$ cat src/rtl/core/rfd_pkg.sv
`timescale 1ns / 1ps
// ----------------------------------------------------------------------------
// rfd_pkg
// types, constants and the crc byte update shared by the frame deframer
// ----------------------------------------------------------------------------
package rfd_pkg;

   localparam logic [7:0]  HEADER_A  = 8'h90;
   localparam logic [7:0]  HEADER_B  = 8'h40;
   localparam logic [7:0]  FOOTER    = 8'hFF;
   localparam logic [15:0] CRC_POLY  = 16'hA001;
   localparam logic [15:0] CRC_INIT  = 16'hFFFF;
   localparam logic [15:0] EV_START  = 16'h0120;
   localparam logic [15:0] EV_END    = 16'h0122;
   localparam logic [15:0] ACK_START = 16'h8120;
   localparam logic [15:0] ACK_END   = 16'h8122;

   typedef enum logic [3:0] {
      PH_HDR0 = 4'd0,
      PH_HDR1 = 4'd1,
      PH_EVT0 = 4'd2,
      PH_EVT1 = 4'd3,
      PH_LEN0 = 4'd4,
      PH_LEN1 = 4'd5,
      PH_DATA = 4'd6,
      PH_CRC0 = 4'd7,
      PH_CRC1 = 4'd8,
      PH_FOOT = 4'd9
   } phase_type;

   typedef struct packed {
      logic        valid;
      logic [15:0] event_code;
      logic [15:0] payload_length;
      logic        frame_status;
      logic        ack_request;
      logic [15:0] ack_code;
   } result_type;

   function automatic logic [15:0] crc_byte(input logic [15:0] crc, input logic [7:0] b);
      logic [15:0] c;
      c = crc ^ {8'h00, b};
      for (int k = 0; k < 8; k++) begin
         if (c[0]) begin
            c = (c >> 1) ^ CRC_POLY;
         end else begin
            c = c >> 1;
         end
      end
      return c;
   endfunction

endpackage

$ cat src/rtl/core/response_frame_deframer_crc16_unit.sv
`timescale 1ns / 1ps
// ----------------------------------------------------------------------------
// response_frame_deframer_crc16_unit
// byte stream deframer with crc-16 check, one result per good-footer frame
// ----------------------------------------------------------------------------
// path: the byte transfer reaches rsp through the input register, then the
//   phase/crc update into the result register
// throughput: one byte per cycle unless rsp stalls (single byte crc update)
// reset: synchronous; clears both valid flags and returns to header hunting
// ----------------------------------------------------------------------------
module response_frame_deframer_crc16_unit
   import rfd_pkg::*;
(
   input  logic        clock,
   input  logic        reset,
   input  logic        req_tvalid,
   output logic        req_tready,
   input  logic [7:0]  req_tdata,   // rx_byte[7:0]
   output logic        rsp_tvalid,
   input  logic        rsp_tready,
   output logic [55:0] rsp_tdata    // event_code, payload_length, frame_status,
                                    // ack_request, ack_code, zero pad
);

   logic       in_valid_ff, in_valid_in;
   logic [7:0] in_byte_ff;
   logic       advance;
   result_type result;
   logic       rsp_valid_ff, rsp_valid_in;
   result_type rsp_ff;

   assign advance    = in_valid_ff && (!rsp_valid_ff || rsp_tready);
   assign req_tready = !in_valid_ff || advance;

   assign in_valid_in  = req_tready ? req_tvalid : in_valid_ff;
   assign rsp_valid_in = advance ? result.valid : (rsp_valid_ff && !rsp_tready);

   rfd_parser u_parser (
      .clock   (clock),
      .reset   (reset),
      .step    (advance),
      .rx_byte (in_byte_ff),
      .result  (result)
   );

   always_ff @(posedge clock) begin
      if (reset) begin
         in_valid_ff  <= 1'b0;
         rsp_valid_ff <= 1'b0;
      end else begin
         in_valid_ff  <= in_valid_in;
         rsp_valid_ff <= rsp_valid_in;
      end
   end

   always_ff @(posedge clock) begin
      if (req_tready && req_tvalid) begin
         in_byte_ff <= req_tdata;
      end
      if (advance && result.valid) begin
         rsp_ff <= result;
      end
   end

   assign rsp_tvalid = rsp_valid_ff;
   assign rsp_tdata  = {6'b000000, rsp_ff.ack_code, rsp_ff.ack_request,
                        rsp_ff.frame_status, rsp_ff.payload_length, rsp_ff.event_code};

endmodule

$ cat src/rtl/core/rfd_parser.sv
`timescale 1ns / 1ps
// ----------------------------------------------------------------------------
// rfd_parser
// frame phase tracker with running crc; flags a result on a good footer
// ----------------------------------------------------------------------------
module rfd_parser
   import rfd_pkg::*;
(
   input  logic       clock,
   input  logic       reset,
   input  logic       step,
   input  logic [7:0] rx_byte,
   output result_type result
);

   phase_type   phase_ff, phase_in;
   logic [15:0] event_ff, event_in;
   logic [15:0] length_ff, length_in;
   logic [15:0] count_ff, count_in;
   logic [15:0] crc_ff, crc_in;
   logic [15:0] rx_crc_ff, rx_crc_in;
   logic [15:0] crc_next;
   logic [15:0] count_next;
   logic        bad;
   logic        ack;

   assign crc_next   = crc_byte(crc_ff, rx_byte);
   assign count_next = count_ff + 16'd1;

   // next phase
   always_comb begin
      phase_in = phase_ff;
      unique case (phase_ff)
         PH_HDR1: begin
            if (rx_byte == HEADER_B) begin
               phase_in = PH_EVT0;
            end else if (rx_byte != HEADER_A) begin
               phase_in = PH_HDR0;
            end
         end
         PH_EVT0: phase_in = PH_EVT1;
         PH_EVT1: phase_in = PH_LEN0;
         PH_LEN0: phase_in = PH_LEN1;
         PH_LEN1: begin
            phase_in = ({rx_byte, length_ff[7:0]} == 16'd0) ? PH_CRC0 : PH_DATA;
         end
         PH_DATA: begin
            if (count_next >= length_ff) begin
               phase_in = PH_CRC0;
            end
         end
         PH_CRC0: phase_in = PH_CRC1;
         PH_CRC1: phase_in = PH_FOOT;
         PH_FOOT: phase_in = PH_HDR0;
         default: phase_in = (rx_byte == HEADER_A) ? PH_HDR1 : PH_HDR0;
      endcase
   end

   // field capture and crc
   always_comb begin
      event_in  = event_ff;
      length_in = length_ff;
      count_in  = count_ff;
      crc_in    = crc_ff;
      rx_crc_in = rx_crc_ff;
      unique case (phase_ff)
         PH_HDR1: begin
            if (rx_byte == HEADER_B) begin
               crc_in = CRC_INIT;
            end
         end
         PH_EVT0: begin
            event_in = {8'h00, rx_byte};
            crc_in   = crc_next;
         end
         PH_EVT1: begin
            event_in = {rx_byte, event_ff[7:0]};
            crc_in   = crc_next;
         end
         PH_LEN0: begin
            length_in = {8'h00, rx_byte};
            crc_in    = crc_next;
         end
         PH_LEN1: begin
            length_in = {rx_byte, length_ff[7:0]};
            crc_in    = crc_next;
            count_in  = 16'd0;
         end
         PH_DATA: begin
            crc_in   = crc_next;
            count_in = count_next;
         end
         PH_CRC0: rx_crc_in = {8'h00, rx_byte};
         PH_CRC1: rx_crc_in = {rx_byte, rx_crc_ff[7:0]};
         default: begin
         end
      endcase
   end

   // result
   always_comb begin
      bad = (rx_crc_ff != crc_ff);
      ack = !bad && ((event_ff == EV_START) || (event_ff == EV_END));
      result.valid          = step && (phase_ff == PH_FOOT) && (rx_byte == FOOTER);
      result.event_code     = event_ff;
      result.payload_length = length_ff;
      result.frame_status   = bad;
      result.ack_request    = ack;
      result.ack_code       = ack ? ((event_ff == EV_END) ? ACK_END : ACK_START) : 16'h0000;
   end

   always_ff @(posedge clock) begin
      if (reset) begin
         phase_ff  <= PH_HDR0;
         event_ff  <= 16'h0000;
         length_ff <= 16'h0000;
         count_ff  <= 16'h0000;
         crc_ff    <= CRC_INIT;
         rx_crc_ff <= 16'h0000;
      end else if (step) begin
         phase_ff  <= phase_in;
         event_ff  <= event_in;
         length_ff <= length_in;
         count_ff  <= count_in;
         crc_ff    <= crc_in;
         rx_crc_ff <= rx_crc_in;
      end
   end

endmodule

$ cat config.mk
export PLATFORM = sky130hd
export DESIGN_NAME = response_frame_deframer_crc16_unit
export DESIGN_NICKNAME = d
export VERILOG_FILES = /design/src/rtl/core/rfd_pkg.sv /design/src/rtl/core/response_frame_deframer_crc16_unit.sv /design/src/rtl/core/rfd_parser.sv
export SDC_FILE = /design/constraint.sdc
export NUM_CORES = 1
export LEC_CHECK = 0
export BUFFER_PORTS_ARGS = -buffer_cell sky130_fd_sc_hd__buf_2
export CAP_MARGIN = 10
export CORE_UTILIZATION = 55
export CTS_BUF_LIST = sky130_fd_sc_hd__clkbuf_2
export DETAILED_ROUTE_END_ITERATION = 8
export PLACE_DENSITY = 0.79
export RECOVER_POWER = 50
export SLEW_MARGIN = 5
export SYNTH_ARGS = -nofsm -noshare
export SYNTH_HDL_FRONTEND = slang
export SYNTH_SLANG_ARGS = --single-unit
$ cat constraint.sdc
create_clock -name clock -period 4.9 [get_ports clock]
set_clock_uncertainty 0.2 [all_clocks]
set_input_delay 0.49 -clock clock [delete_from_list [all_inputs] [get_ports clock]]
set_output_delay 0.49 -clock clock [all_outputs]
set_load 0.005 [all_outputs]
==> results.sh <==
export IMPL_ant_nets=0
export IMPL_yosys_register_bits=130
export IMPL_coreArea_mm2=0.01089
export IMPL_synth_flop_cell="dfxtp_1"
export IMPL_crit_fanout=8
export IMPL_holdCritPathClass="register to register"
export IMPL_rsz0062_at_grt="false"
export IMPL_port_buffers=51
export IMPL_timing_fmax_ghz=0.2840
export IMPL_critPathRequiredTime_ns=5.33
export IMPL_die_x_um=107.9
export IMPL_syn_to_final_growth_pct=9.019
export IMPL_grt_max_degree=88
export IMPL_dieArea_mm2=0.01165
export IMPL_vias=4780
export IMPL_gp_congestion=0.8726
export IMPL_final_nets=717
export IMPL_slew_headroom_pct=-3.511
export IMPL_path_clk_slew_ns=0.20
export IMPL_seq_area_frac_synth_pct=49.29
export IMPL_cp_end_kind="register"
export IMPL_avgSynthCellArea_um2=9.601
export IMPL_crit_arrival_ns=3.95
export IMPL_reg2reg_slack_ns=1.38
export IMPL_outcome="complete, but fails checks"
export IMPL_grt_pass1_vias=4421
export IMPL_worst_pin_slew_ns=1.553
export IMPL_maxCapViolations=1
export IMPL_gr_total_overflow=0
export IMPL_num_io_pins=70
export IMPL_die_h_um=107.9
export IMPL_cts_buffers=17
export IMPL_final_max_slew_viol_count=41
export IMPL_violations="max-capacitance violations, max-slew violations"
export IMPL_setup_violations=0
export IMPL_p_per_area_mw_per_mm2=293.4
export IMPL_first_pass_iters=5
export IMPL_setup_ws_ns=1.378
export IMPL_hold_viol_final=0
export IMPL_grt_pass1_wl_mm=21.24
export IMPL_preCtsSetupSlack_ns=1.498
export IMPL_antenna_found_initial=0
export IMPL_finalPower_w=0.001974
export IMPL_cts_sinks=130
export IMPL_drt_iter0_markers=344
export IMPL_peakVddDrop_mv=0.1595
export IMPL_drt_drc_violations_left=0
export IMPL_rows=38
export IMPL_routed_via_density=5.684
export IMPL_num_antenna_cells=0
export IMPL_path_class="register to register"
export IMPL_synth_edff_count=44
export IMPL_track_usage_pct=23.77
export IMPL_start_util_pct=56.70
export IMPL_cts_buffer_depth=2
export IMPL_finalWirelength_mm=13.16
export IMPL_ys_types=55
export IMPL_ctsHtreeMaxLevel=4
export IMPL_final_setup_tns_ns=0
export IMPL_async_flop_share_pct=0
export IMPL_clkLatencyLatePin_ns=0.69
export IMPL_tritoncts="done"
export IMPL_synth_cells=643
export IMPL_yosys_warnings=0
export IMPL_min_period_over_period_pct=71.87
export IMPL_worstSetupStartpointType="register"
export IMPL_clock_root_buffer="clkbuf_2"
export IMPL_leakagePower_nw=2.399
export IMPL_synthesis_area_mm2=0.006173
export IMPL_period_minus_slack_ns=3.522
export IMPL_routedWlPerCell_um=15.65
export IMPL_drive_above_1_share_pct=12.98
export IMPL_dpl_hpwl_mm=8.806
==> final timing paths <==
check,startpoint,cells after the start,end
setup / recovery,u_parser.count_ff[6]$_SDFFE_PP0P_,11,u_parser.phase_ff[0]$_SDFFE_PP0P_
hold / removal,u_parser.event_ff[5]$_SDFFE_PP0P_,0,rsp_tdata[5]$_DFFE_PP_
setup reg to reg,u_parser.count_ff[6]$_SDFFE_PP0P_,11,u_parser.phase_ff[0]$_SDFFE_PP0P_
hold reg to reg,u_parser.event_ff[5]$_SDFFE_PP0P_,0,rsp_tdata[5]$_DFFE_PP_
==> critical path: stages (launching register included) <==
cell and delay, ns:
dfxtp_1 0.50, nand4_1 0.18, nor4_1 0.64, nand3_1 0.31
nor2_1 0.26, xor2_1 0.10, ha_1 0.30, nand4_1 0.12
o211ai_1 0.22, a41oi_1 0.09, or3_1 0.40, a21oi_1 0.14
==> cell usage in the layout (no fill, tap or decap), drive strengths merged, types with 2 or more instances in the layout <==
cell	n
nor3b	6
nand3b	3
xnor2	25
nor2	62
or3	6
nand3	28
and3	5
nor2b	4
dfxtp	86
or2	2
conb	18
o21bai	5
bufinv	4
edfxtp	44
a21oi	58
clkinv	5
xor2	27
nand4	10
a22oi	18
ha	17
nor3	11
clkinvlp	2
buf	37
nand2	58
dlygate4sd3	11
nand2b	14
inv	19
and2	4
a211oi	2
clkbuf	36
nor4	10
a21o	7
o21ai	42
==> synthesized netlist by cell type (2+ instances only) <==
master | count | area, um^2
o21bai_1 | 5 | 37.54
nor2_1 | 61 | 229.0
buf_1 | 3 | 11.26
nor3_1 | 9 | 45.04
nor3_2 | 2 | 20.02
or2_2 | 2 | 12.51
and2_1 | 4 | 25.02
xnor2_2 | 4 | 65.06
xor2_1 | 26 | 227.7
dfxtp_1 | 86 | 1722
o21ai_1 | 2 | 10.01
nand2b_1 | 14 | 87.58
nand3_1 | 28 | 140.1
inv_1 | 17 | 63.81
buf_6 | 7 | 78.83
or3_1 | 6 | 37.54
nor2b_1 | 4 | 25.02
clkbuf_1 | 24 | 90.09
buf_4 | 20 | 150.1
nor4_1 | 10 | 62.56
a21oi_1 | 58 | 290.3
nor3b_2 | 5 | 62.56
nand3b_1 | 3 | 22.52
a21o_1 | 7 | 52.55
ha_1 | 17 | 212.7
nand4_1 | 9 | 56.30
a22oi_1 | 18 | 135.1
nand2_1 | 58 | 217.7
and3_1 | 5 | 31.28
edfxtp_1 | 44 | 1321
buf_2 | 2 | 10.01
xnor2_1 | 21 | 183.9
o21ai_0 | 40 | 200.2
==> power breakdown <==
group | switching (W) | internal (W)
Sequential | 0.0000242 | 0.00112
Clock | 0.000398 | 0.000341
Combinational | 0.0000480 | 0.0000467
Total | 0.000470 | 0.00150
==> cells by family (layout without fill, tap and decap cells) <==
family / after synthesis / after routing / synth area share, %
simple gates: 228 / 228 / 18.71
compound gates: 141 / 141 / 13.60
flops: 130 / 130 / 49.29
buf+inv: 73 / 114 / 6.546
xor+xnor: 53 / 53 / 8.350
fa+ha+maj: 17 / 17 / 3.445
other cells: 1 / 18 / 0.06074
==> layout make-up <==
class,instances,area (um^2)
Multi-Input combinational cell,457,2805
Clock inverter,13,183.9
Sequential cell,130,3043
Fill cell,904,4158
Tap cell,140,175.2
Timing Repair Buffer,65,364.1
Clock buffer,19,95.09
Inverter,17,63.81
==> registers in the layout, summed over array words and instances (netlist names) <==
register and count:
in_byte_ff 8, in_valid_ff 1, rsp_tdata 36, rsp_tvalid 1, u_parser.count_ff 16, u_parser.crc_ff 16
u_parser.event_ff 16, u_parser.length_ff 16, u_parser.phase_ff 4, u_parser.rx_crc_ff 16
==> metrics by stage <==
step / hold WS, ns / util, % / instance area [um^2] / cells
after floorplan: 0.2151 / - / 6243 / 660
after global placement: 0.2315 / 58.46 / 6365 / 798
after detailed placement: 0.2313 / 58.46 / 6365 / 798
after CTS: 0.2402 / 62.03 / 6754 / 841
after global routing: 0.2588 / 61.81 / 6730 / 841
final: 0.2672 / 61.81 / 6730 / 841
==> layer usage <==
layer / up-vias / wire length (um) / global-route usage (%)
met5: - / 0 / 0
met4: 0 / 366 / 11.35
met3: 39 / 876 / 5.425
met2: 206 / 6421 / 39.04
met1: 2226 / 5495 / 29.55
li1: 2309 / - / -
==> timing repair <==
item	in CTS	in global routing
hold endpoints to repair	10	0
hold buffers	11	0
setup buffers	0	0
resized for setup	0	0
Note: power is estimated with default switching activity, not from simulation.
